File: src/rtl/snpdf_pkg.sv
// snpdf_pkg: constants, types and handshake structs of the packet deframer
// used by every module of the deframer but snpdf_ram; depends on nothing else
package snpdf_pkg;

  localparam int MAX_WORDS   = 16;
  localparam int STORE_BYTES = MAX_WORDS * 4;
  localparam int WADDR_W     = (MAX_WORDS > 1) ? $clog2(MAX_WORDS) : 1;
  localparam int WCNT_W      = $clog2(MAX_WORDS + 1);

  localparam logic [7:0]  HDR_S      = 8'h73;
  localparam logic [7:0]  HDR_N      = 8'h6e;
  localparam logic [7:0]  HDR_P      = 8'h70;
  localparam logic [15:0] HDR_SUM    = 16'(HDR_S) + 16'(HDR_N) + 16'(HDR_P);
  localparam logic [7:0]  LEN_MAX    = 8'd255;
  localparam logic [7:0]  LEN_MIN    = 8'd7;
  localparam logic [7:0]  DELAY_LEN  = 8'd5;
  localparam logic [7:0]  BODY_SKIP  = 8'd2;

  localparam logic [1:0] HP_NONE = 2'd0;
  localparam logic [1:0] HP_S    = 2'd1;
  localparam logic [1:0] HP_SN   = 2'd2;

  localparam logic [1:0] FS_OK       = 2'd0;
  localparam logic [1:0] FS_SHORT    = 2'd1;
  localparam logic [1:0] FS_MISMATCH = 2'd2;
  localparam logic [1:0] FS_LONG     = 2'd3;

  typedef enum logic [1:0] {
    S_IDLE,
    S_LOAD,
    S_EMIT
  } state_t;

  typedef struct packed {
    logic byte_take;
    logic read_first;
    logic read_next;
  } dp_cmd_t;

  typedef struct packed {
    logic hdr_hit;
    logic last;
  } dp_stat_t;

endpackage

File: src/rtl/snpdf_ram.sv
// snpdf_ram: generic simple dual-port ram, one write and one registered read port
// no package dependency
module snpdf_ram #(
  parameter int WIDTH = 8,
  parameter int DEPTH = 16
) (
  input  logic                                       clk,
  input  logic                                       we,
  input  logic [((DEPTH > 1) ? $clog2(DEPTH) : 1)-1:0] waddr,
  input  logic [WIDTH-1:0]                           wdata,
  input  logic                                       re,
  input  logic [((DEPTH > 1) ? $clog2(DEPTH) : 1)-1:0] raddr,
  output logic [WIDTH-1:0]                           rdata
);

  logic [WIDTH-1:0] mem [DEPTH];

  always_ff @(posedge clk) begin
    if (we) begin
      mem[waddr] <= wdata;
    end
    if (re) begin
      rdata <= mem[raddr];
    end
  end

endmodule

File: src/rtl/snpdf_dp.sv
// snpdf_dp: datapath of the deframer - header match, delay line, sum, payload lanes
// depends on snpdf_pkg and snpdf_ram
module snpdf_dp
  import snpdf_pkg::*;
(
  input  logic         clk,
  input  logic         rst,
  input  dp_cmd_t      cmd,
  output dp_stat_t     stat,
  input  logic [7:0]   rx_byte,
  output logic [1:0]   frame_status,
  output logic [7:0]   packet_type,
  output logic [7:0]   reg_address,
  output logic [3:0]   word_index,
  output logic [31:0]  data_word,
  output logic         word_valid,
  output logic         last_word
);

  logic [1:0]  hdr_prog;
  logic [7:0]  frame_len;
  logic [15:0] run_sum;
  logic [7:0]  tail [5];
  logic [7:0]  type_hold;
  logic [7:0]  addr_hold;
  logic        ovf;

  logic [1:0]        res_status;
  logic [7:0]        res_type;
  logic [7:0]        res_addr;
  logic [WCNT_W-1:0] res_words;
  logic [7:0]        res_plen;
  logic              res_single;
  logic [WADDR_W-1:0] w;

  logic [7:0]  old_byte;
  logic        in_body;
  logic [7:0]  pos;
  logic [7:0]  body;
  logic        store_we;
  logic [7:0]  len_next;
  logic [15:0] sum_next;
  logic [7:0]  type_next;
  logic [7:0]  addr_next;
  logic        ovf_next;
  logic        hdr_hit;
  logic [15:0] calc;
  logic [15:0] told;
  logic [7:0]  plen;
  logic [8:0]  words_wide;
  logic [1:0]  status_next;
  logic [WADDR_W-1:0] raddr;
  logic        re;
  logic [7:0]  rd [4];

  always_comb begin
    old_byte  = tail[4];
    in_body   = frame_len >= DELAY_LEN;
    pos       = frame_len - DELAY_LEN;
    body      = pos - BODY_SKIP;
    store_we  = cmd.byte_take && in_body && (pos >= BODY_SKIP)
                && (9'(body) < 9'(STORE_BYTES));
    sum_next  = run_sum + (in_body ? 16'(old_byte) : 16'd0);
    type_next = (in_body && pos == 8'd0) ? old_byte : type_hold;
    addr_next = (in_body && pos == 8'd1) ? old_byte : addr_hold;
    ovf_next  = ovf || (frame_len == LEN_MAX)
                || (in_body && (pos >= BODY_SKIP) && (9'(body) >= 9'(STORE_BYTES)));
    len_next  = (frame_len == LEN_MAX) ? LEN_MAX : frame_len + 8'd1;
    hdr_hit   = (rx_byte == HDR_P) && (hdr_prog == HP_SN);
    calc      = sum_next + HDR_SUM;
    told      = {tail[3], tail[2]};
    plen      = len_next - LEN_MIN;
    words_wide = (9'(plen) + 9'd3) >> 2;
    priority if (len_next < LEN_MIN) begin
      status_next = FS_SHORT;
    end else if (ovf_next) begin
      status_next = FS_LONG;
    end else if (calc != told) begin
      status_next = FS_MISMATCH;
    end else begin
      status_next = FS_OK;
    end
  end

  always_ff @(posedge clk) begin
    if (rst) begin
      hdr_prog  <= HP_NONE;
      frame_len <= '0;
      run_sum   <= '0;
      type_hold <= '0;
      addr_hold <= '0;
      ovf       <= 1'b0;
      for (int i = 0; i < 5; i++) begin
        tail[i] <= '0;
      end
    end else if (cmd.byte_take) begin
      if (hdr_hit) begin
        hdr_prog  <= HP_NONE;
        frame_len <= '0;
        run_sum   <= '0;
        type_hold <= '0;
        addr_hold <= '0;
        ovf       <= 1'b0;
        for (int i = 0; i < 5; i++) begin
          tail[i] <= '0;
        end
      end else begin
        frame_len <= len_next;
        run_sum   <= sum_next;
        type_hold <= type_next;
        addr_hold <= addr_next;
        ovf       <= ovf_next;
        tail[0]   <= rx_byte;
        for (int i = 1; i < 5; i++) begin
          tail[i] <= tail[i-1];
        end
        priority if (rx_byte == HDR_S) begin
          hdr_prog <= HP_S;
        end else if (rx_byte == HDR_N && hdr_prog == HP_S) begin
          hdr_prog <= HP_SN;
        end else begin
          hdr_prog <= HP_NONE;
        end
      end
    end
  end

  // frame verdict, held while the words drain
  always_ff @(posedge clk) begin
    if (cmd.byte_take && hdr_hit) begin
      res_status <= status_next;
      res_type   <= (status_next == FS_SHORT) ? 8'd0 : type_next;
      res_addr   <= (status_next == FS_SHORT) ? 8'd0 : addr_next;
      res_words  <= WCNT_W'(words_wide);
      res_plen   <= plen;
      res_single <= (status_next != FS_OK) || (words_wide == 9'd0);
    end
  end

  always_ff @(posedge clk) begin
    if (cmd.read_first) begin
      w <= '0;
    end else if (cmd.read_next) begin
      w <= w + WADDR_W'(1);
    end
  end

  assign re    = cmd.read_first || cmd.read_next;
  assign raddr = cmd.read_first ? '0 : w + WADDR_W'(1);

  for (genvar j = 0; j < 4; j++) begin : g_lane
    snpdf_ram #(
      .WIDTH (8),
      .DEPTH (MAX_WORDS)
    ) u_lane (
      .clk   (clk),
      .we    (store_we && (body[1:0] == 2'(j))),
      .waddr (WADDR_W'(body >> 2)),
      .wdata (old_byte),
      .re    (re),
      .raddr (raddr),
      .rdata (rd[j])
    );
  end

  always_comb begin
    data_word = '0;
    for (int j = 0; j < 4; j++) begin
      if (!res_single && (9'({w, 2'(j)}) < 9'(res_plen))) begin
        data_word[31-8*j -: 8] = rd[j];
      end
    end
  end

  assign stat.hdr_hit = hdr_hit;
  assign stat.last    = res_single || ((WCNT_W'(w) + WCNT_W'(1)) == res_words);

  assign frame_status = res_status;
  assign packet_type  = res_type;
  assign reg_address  = res_addr;
  assign word_index   = res_single ? 4'd0 : 4'(w);
  assign word_valid   = !res_single;
  assign last_word    = stat.last;

endmodule

File: src/rtl/snpdf_ctrl.sv
// snpdf_ctrl: controller state machine sequencing byte intake and word drain
// depends on snpdf_pkg
module snpdf_ctrl
  import snpdf_pkg::*;
(
  input  logic     clk,
  input  logic     rst,
  input  logic     byte_valid,
  output logic     byte_stall,
  output logic     result_valid,
  input  logic     result_stall,
  input  dp_stat_t stat,
  output dp_cmd_t  cmd
);

  state_t state;
  state_t state_next;

  always_ff @(posedge clk) begin
    if (rst) begin
      state <= S_IDLE;
    end else begin
      state <= state_next;
    end
  end

  always_comb begin
    state_next     = state;
    cmd            = '0;
    byte_stall     = 1'b1;
    result_valid   = 1'b0;
    unique case (state)
      S_IDLE: begin
        byte_stall    = 1'b0;
        cmd.byte_take = byte_valid;
        if (byte_valid && stat.hdr_hit) begin
          state_next = S_LOAD;
        end
      end
      S_LOAD: begin
        cmd.read_first = 1'b1;
        state_next     = S_EMIT;
      end
      S_EMIT: begin
        result_valid = 1'b1;
        if (!result_stall) begin
          if (stat.last) begin
            state_next = S_IDLE;
          end else begin
            cmd.read_next = 1'b1;
          end
        end
      end
      default: begin
        state_next = S_IDLE;
      end
    endcase
  end

endmodule

File: src/rtl/snp_packet_deframer_checksum.sv
// snp_packet_deframer_checksum: top level of the serial packet deframer
// depends on snpdf_pkg, snpdf_ctrl, snpdf_dp (and snpdf_ram through it)
//
// usage
//   byte channel: rx_byte with byte_valid / byte_stall, one received byte per
//   transfer. result channel: frame_status, packet_type, reg_address,
//   word_index, data_word, word_valid, last_word with result_valid /
//   result_stall.
//   a frame ends when the bytes 's','n','p' arrive back to back; the block
//   then emits each payload word (big-endian, last_word on the final one),
//   or a single result for an error or an empty payload.
//   a byte that does not complete a header leaves byte_stall low. after the
//   closing 'p' byte_stall is high while the S_LOAD state reads the payload
//   lanes and then while the results drain, one result per cycle while
//   result_stall is low. the first result appears in S_EMIT, after S_LOAD.
//   S_LOAD is needed for the registered read of the four payload lane rams.
//   while result_stall is high the result fields hold and no byte is taken.
//   rst (synchronous) clears the header match, length, sum, delay line and
//   held bytes; the payload rams need no clearing.
module snp_packet_deframer_checksum
  import snpdf_pkg::*;
(
  input  logic        clk,
  input  logic        rst,
  input  logic [7:0]  rx_byte,
  input  logic        byte_valid,
  output logic        byte_stall,
  output logic [1:0]  frame_status,
  output logic [7:0]  packet_type,
  output logic [7:0]  reg_address,
  output logic [3:0]  word_index,
  output logic [31:0] data_word,
  output logic        word_valid,
  output logic        last_word,
  output logic        result_valid,
  input  logic        result_stall
);

  dp_cmd_t  cmd;
  dp_stat_t stat;

  snpdf_ctrl u_ctrl (
    .clk          (clk),
    .rst          (rst),
    .byte_valid   (byte_valid),
    .byte_stall   (byte_stall),
    .result_valid (result_valid),
    .result_stall (result_stall),
    .stat         (stat),
    .cmd          (cmd)
  );

  snpdf_dp u_dp (
    .clk          (clk),
    .rst          (rst),
    .cmd          (cmd),
    .stat         (stat),
    .rx_byte      (rx_byte),
    .frame_status (frame_status),
    .packet_type  (packet_type),
    .reg_address  (reg_address),
    .word_index   (word_index),
    .data_word    (data_word),
    .word_valid   (word_valid),
    .last_word    (last_word)
  );

  a_no_intake_while_draining: assert property (@(posedge clk) disable iff (rst)
    result_valid |-> byte_stall)
    else $error("byte intake open while results drain");

  a_header_stalls_intake: assert property (@(posedge clk) disable iff (rst)
    (byte_valid && !byte_stall && stat.hdr_hit) |=> (byte_stall && !result_valid))
    else $error("closing header did not start the lane read");

  a_last_ends_frame: assert property (@(posedge clk) disable iff (rst)
    (result_valid && !result_stall && last_word) |=> (!result_valid && !byte_stall))
    else $error("results continue after the last word");

  a_single_is_last: assert property (@(posedge clk) disable iff (rst)
    (result_valid && !word_valid) |-> (last_word && data_word == 32'd0))
    else $error("error or empty result not marked last");

endmodule

File: config.mk
export PLATFORM = sky130hd
export DESIGN_NAME = snp_packet_deframer_checksum
export DESIGN_NICKNAME = d
export VERILOG_FILES = /design/src/rtl/snpdf_pkg.sv /design/src/rtl/snpdf_ram.sv /design/src/rtl/snpdf_dp.sv /design/src/rtl/snpdf_ctrl.sv /design/src/rtl/snp_packet_deframer_checksum.sv
export SDC_FILE = /design/constraint.sdc
export NUM_CORES = 1
export LEC_CHECK = 0
export BUFFER_PORTS_ARGS = -buffer_cell sky130_fd_sc_hd__buf_2
export CORE_ASPECT_RATIO = 1.1
export CORE_MARGIN = 3
export CORE_UTILIZATION = 29
export CTS_CLUSTER_DIAMETER = 60
export DETAILED_ROUTE_END_ITERATION = 16
export PLACE_DENSITY = 0.43
export SYNTH_ARGS = -nofsm -noshare
export SYNTH_HDL_FRONTEND = slang
export SYNTH_SLANG_ARGS = --single-unit
File: constraint.sdc
create_clock -name clk -period 5.2 [get_ports clk]
set_clock_uncertainty 0.15 [all_clocks]
set_input_delay 1.04 -clock clk [delete_from_list [all_inputs] [get_ports clk]]
set_output_delay 1.04 -clock clk [all_outputs]
set_load 0.01 [all_outputs]
Word-level counts from Yosys, hierarchy flattened
Memories as Yosys holds them, arrays and structs flattened. A register that Yosys moved wholly into a read port is not among the register bits.
Index checks and enable logic that the tools add are counted.
W data, S select, Z words.
- register bits after elaboration: 81
- word-level logic and storage cells: 156
- output and inout bits: 58
- memories kept: 5
- bits of input ports: 12
- memory bits (writable): 552
- memory list (name ; depth ; width ; read ports ; clocked after memory_dff ; wr ports ; RTL line ; text):
    u_dp.g_lane[0].u_lane.mem ; 16 ; 8 ; 1 ; 1 ; 1 ; snpdf_ram.sv:16 ; logic [WIDTH-1:0] mem [DEPTH];
    u_dp.g_lane[1].u_lane.mem ; 16 ; 8 ; 1 ; 1 ; 1 ; snpdf_ram.sv:16 ;
    u_dp.g_lane[2].u_lane.mem ; 16 ; 8 ; 1 ; 1 ; 1 ; snpdf_ram.sv:16 ;
    u_dp.g_lane[3].u_lane.mem ; 16 ; 8 ; 1 ; 1 ; 1 ; snpdf_ram.sv:16 ;
    u_dp.tail ; 5 ; 8 ; 5 ; 0 ; 5 ; snpdf_dp.sv:23 ; logic [7:0] tail [5];
- bitwise gates (word level): 10
- multiplexer cells: 60
- equality and inequality tests: 18
- order comparisons: 9
- add/subtract/negate cells: 9
- reduce and logical (&&, ||, !) cells: 31
- operators with widths (operator ; count):
    $mux W8 ; 21
    $lt A6 B8 Y1 ; 4
    $mux W1 ; 26
    $eq A8 B7 Y1 const B ; 3
    $logic_and A1 B1 Y1 ; 19
    $mux W2 ; 9
    $add A16 B16 Y16 ; 1
    $add A16 B9 Y16 const B ; 1
    $mux W16 ; 1
    $ne A16 B16 Y1 ; 1
    $sub A8 B3 Y8 const B ; 2
    $or A1 B1 Y1 ; 10
    $add A8 B2 Y9 const B ; 1
    $logic_not A9 Y1 ; 1
    $add A8 B1 Y8 const B ; 1
    $eq A2 B1 Y1 const B ; 4
    $eq A2 B2 Y1 const B ; 4
    $eq A8 B1 Y1 const B ; 1
    $eq A8 B8 Y1 const B ; 1
    $ge A8 B2 Y1 const B ; 1
    $ge A8 B3 Y1 const B ; 1
    $ge A8 B7 Y1 const B ; 1
    $logic_not A8 Y1 ; 1
    $lt A8 B3 Y1 const B ; 1
    14 further kinds ; 21

Longest topological paths before layout
- depth in word-level cells: 10
- depth in mapped cells: 22
- depth with buffers taken out: 20

Modules after synthesis
Synthesis repeated with hierarchy kept, for this count alone.
- cell total of the unflattened synthesis: 1651
- area, all modules: 28110.7 um^2
- modules (own cells, without submodules) (module ; times used ; cells each ; sequential area each (um^2) ; area each (um^2)):
    snpdf_ram ; 4 ; 229 ; 4083.9 ; 5227.5
    snpdf_dp ; 1 ; 722 ; 3103.0 ; 7084.3
    snpdf_ctrl ; 1 ; 13 ; 40.0 ; 116.4

Worst setup path after synthesis
OpenSTA, ideal clock, no wires.
- path kind: register to register
- start point: register u_dp.frame_len[0]
- end point: register u_dp.res_single, data pin
- data required time: 4.772 ns
- period minus slack after synthesis: 4.773 ns
- path buffers: 2
- setup time: 0.278 ns
- data arrival time: 4.345 ns
- cell stages (with the launch flop): 22
- path slack: 0.427 ns
- cell sequence: dfxtp_1 -> clkbuf_1 -> inv_1 -> ha_1 -> clkbuf_1 -> inv_1 -> o21ai_0 -> nand2_1 -> nor2_1 -> nor2b_1 -> ha_1 -> inv_1 -> fa_1 -> nand2b_1 -> a211oi_4 -> o21a_2 -> o22ai_1 -> o2111a_1 -> a2111oi_2 -> a211oi_1 -> a2111oi_4 -> o311ai_1
- longest elaborated chain between the ends: 10
- elaborated cells on any way between the ends: 25
- classes of those cells: add/sub: 7; order compare: 4; eq/ne: 2; mux: 5; reduce/logical: 7
- ends and longest elaborated chain (element ; RTL line ; text):
    from (decl) ; snpdf_dp.sv:21 ; logic [7:0] frame_len;
    from (signal assigned) ; snpdf_dp.sv:108 ; frame_len <= len_next;
    $ge A8 B3 Y1 ; snpdf_dp.sv:58 ; in_body = frame_len >= DELAY_LEN;
    $mux W8 ; snpdf_dp.sv:63 ; sum_next = run_sum + (in_body ? 16'(old_byte) : 16'd0);
    $add A16 B16 Y16 ; snpdf_dp.sv:63 ;
    $add A16 B9 Y16 ; snpdf_dp.sv:70 ; calc = sum_next + HDR_SUM;
    $ne A16 B16 Y1 ; snpdf_dp.sv:78 ; end else if (calc != told) begin
    $mux W2 ; snpdf_dp.sv:78 ;
    $mux W2 ; snpdf_dp.sv:76 ; end else if (ovf_next) begin
    $mux W2 ; snpdf_dp.sv:74 ; priority if (len_next < LEN_MIN) begin
    $reduce_bool A2 Y1 ; snpdf_dp.sv:136 ; res_single <= (status_next != FS_OK) || (words_wide == 9'd0);
    $logic_or A1 B1 Y1 * ; snpdf_dp.sv:136 ;
    to (signal assigned) ; snpdf_dp.sv:136 ;
    to (decl) ; snpdf_dp.sv:33 ; logic res_single;
Mark *: on every way between the ends. The rest lies on a longest branch, timed or not.
A chain may end at the register's enable or synchronous reset.

Worst setup path after layout
Same ends and word-level chain as after synthesis.

==> run metrics <==
Mapped Nets 2,059; CTS Root Cell clkbuf_16; Seq cells post-synth 665; PwrDens 340.9 nW/um^2; CP required 5.39 ns; LEAKAGE 0.01123 uW; largest net degree at the start of global routing 134; initial antenna violation count 1; critical path peak fanout 6; core area 97,590 sq um; Synth Warn # 0; # hold bufs at CTS 0; most frequent cells in the layout 616 x edfxtp_1, 194 x nand2_1, 148 x mux2i_1, 123 x nor2_1; Power, Total 11,440 uW; Final Critical Period 4.932 ns; number of diodes 0; nets 2,208; worst-case clock buffer depth 3; Clock transition at path regs 0.06 ns; 1st-iter DRT viols 1,057; layout cells sized above 1 16.30%; die width 305.6 um; Post-synth EDFFs 616; All-Layer GR Usage 14.48%; antenna-violating nets left 0; top_reg_cell synth edfxtp_1; f_max 0.2028 GHz; crit path DAT 5.12 ns; Worst-Skew Late Latency 0.62 ns; Final Setup Violations 0; Post-Synthesis Cells 2,022; most common cell after layout, fill and taps aside edfxtp_1; Site Rows 120; hold crit path type reg2reg; run status completed; Initial Util 29.34%; Crit Path Class reg2reg; Final period util 94.85%; DRC 0; total CTS buffers 81; Die Ht 335.5 um; Worst-Margin Slew 1.247 ns; DPL Wire Length 46,870 um; Sink Count 665; CTS tree done; Slew Viols, Final 0; Max VDD drop 0.1797 mV; vias per inst 4.877; register area share after synthesis 68.03%; setup TNS 0 ns; CTS H-tree lvls 3; crit path launch type flop; Vias 17,138; # port buffers 69; Placement Setup Slack 0.3593 ns; Netlist cell types 86; drt first pass iters 5; area growth from synthesis to layout 17.25%; WL/cell 21.37 um; Slew headroom 16.86%; gr ovfl total 0; hold slack 0.2961 ns; Async SR Flop Fraction 0%; die area 102,500 sq um; CP Capture Type flop; synthesized area 28,630 sq um; syn avg cell area 14.16 sq um; vias in the first global route 17,510; Hold Vio Cnt, Final 0; RSZ-0062 raised after global routing no; Ports 70; MaxCap Viol Count 0; first-pass GRT wire length 112,500 um; RePlAce Congestion 0.8395; worst setup margin 0.2680 ns; final WL 75,100 um
-- cell usage after synthesis, types with 5 or more instances --
master     instances  area (sq um)
edfxtp_1         616         18500
nand2_1          196         735.7
mux2i_1          148          1481
nor2_1           128         480.5
a211oi_1         101         758.2
nor2b_1           89         556.8
clkbuf_1          85         319.1
a21oi_1           61         305.3
dfxtp_1           49         980.9
and3_1            40         250.2
xnor2_1           36         315.3
a31oi_1           35         219.0
inv_1             35         131.4
a311oi_1          34         297.8
mux4_2            32         720.7
and2_1            31         193.9
o21ai_0           30         150.1
ha_1              24         300.3
nand3_1           24         120.1
a22o_1            23         201.4
xor2_1            21         183.9
nand2b_1          17         106.4
nor3_1            16         80.08
buf_1             13         48.80
o22ai_1            9         56.30
o211ai_1           8         60.06
buf_2              7         35.03
or2_2              7         43.79
nand4_1            6         37.54
o21a_1             6         45.04
o2111ai_1          5         43.79
-- path summary, 6_finish.rpt --
path | startpoint | endpoint | slack (ns) | depth (start not counted)
setup / recovery | u_dp.frame_len[0] | u_dp.res_single | 0.27 | 20
hold / removal | u_dp.ovf | u_dp.ovf | 0.30 | 2
setup reg to reg | u_dp.frame_len[0] | u_dp.res_single | 0.27 | 20
hold reg to reg | u_dp.ovf | u_dp.ovf | 0.30 | 2
-- per-layer routing --
layer	part of all wire (%)	routed length, um	track usage [%]	up-vias
met3	4.1	3060	2.573	115
met5	0	0	0	-
met1	45	33540	18.87	8627
met2	49	36820	24.93	355
met4	2.2	1678	3.714	0
li1	-	-	-	8041
-- layout make-up --
cell class	instances	area [sq um]
fillers	9477	64020
flip-flops and latches	665	19480
multi-input cells	1209	8655
clock buffers	104	2155
well taps	1281	1603
repair buffers	175	1204
clock inverters	41	325.3
inverters	39	146.4
-- cells by family after synthesis --
logic type	synth area share [%]
AOI/OAI and AO/OA	8.784
xor gates and xnor gates	2.063
adders and majority gates	1.119
buffers and inverters	2.032
DFF	68.03
muxes	7.731
and+or+nand+nor	10.24
-- metrics by stage --
step | instance area (sq um) | util (%) | std cells
after global routing | 33570 | 34.40 | 3514
final | 33570 | 34.40 | 3514
after CTS | 33520 | 34.34 | 3510
after detailed placement | 31040 | 31.80 | 3365
after floorplan | 28630 | - | 2022
after global placement | 31040 | 31.80 | 3365
-- state kept, by name (all words and copies together), names as in the netlist --
register                  count
u_dp.res_words                5
u_ctrl.state                  2
u_dp.w                        4
u_dp.addr_hold                8
u_dp.tail                    40
u_dp.run_sum                 16
u_dp.res_single               1
u_dp.frame_len                8
u_dp.packet_type              8
u_dp.ovf                      1
u_dp.g_lane.u_lane.mem      512
u_dp.res_plen                 8
u_dp.type_hold                8
u_dp.frame_status             2
u_dp.reg_address              8
u_dp.hdr_prog                 2
u_dp.g_lane.u_lane.rdata     32
-- report_power, final --
| group | leakage (uW) | internal, uW | total [uW] | switching [uW] |
|---|---|---|---|---|
| Clock | 0.00121 | 3050 | 5280 | 2230 |
| Combinational | 0.00398 | 63.7 | 281 | 218 |
| Sequential | 0.00604 | 5870 | 5880 | 14.9 |
-- worst max-delay path, cell delays in order (launching register included) --
cell and delay [ns]:
dfxtp_1 0.32, inv_1 0.09, ha_1 0.22, inv_1 0.10, o21ai_0 0.10, nand2_1 0.12
nor2_1 0.07, nor2b_1 0.15, ha_1 0.26, inv_1 0.07, fa_1 0.43, nand2b_1 0.24
a211oi_4 0.41, buf_4 0.18, o21a_1 0.13, o22ai_1 0.12, o2111a_1 0.29, a2111oi_2 0.40
a211oi_1 0.14, a2111oi_4 0.47, o311ai_1 0.17
-- repair_timing --
item | in CTS | in global routing
setup endpoints to repair | 0 | 2
resized for setup | 0 | 5
buffers inserted | 0 | 4
Power figures use the tool's default switching activity.
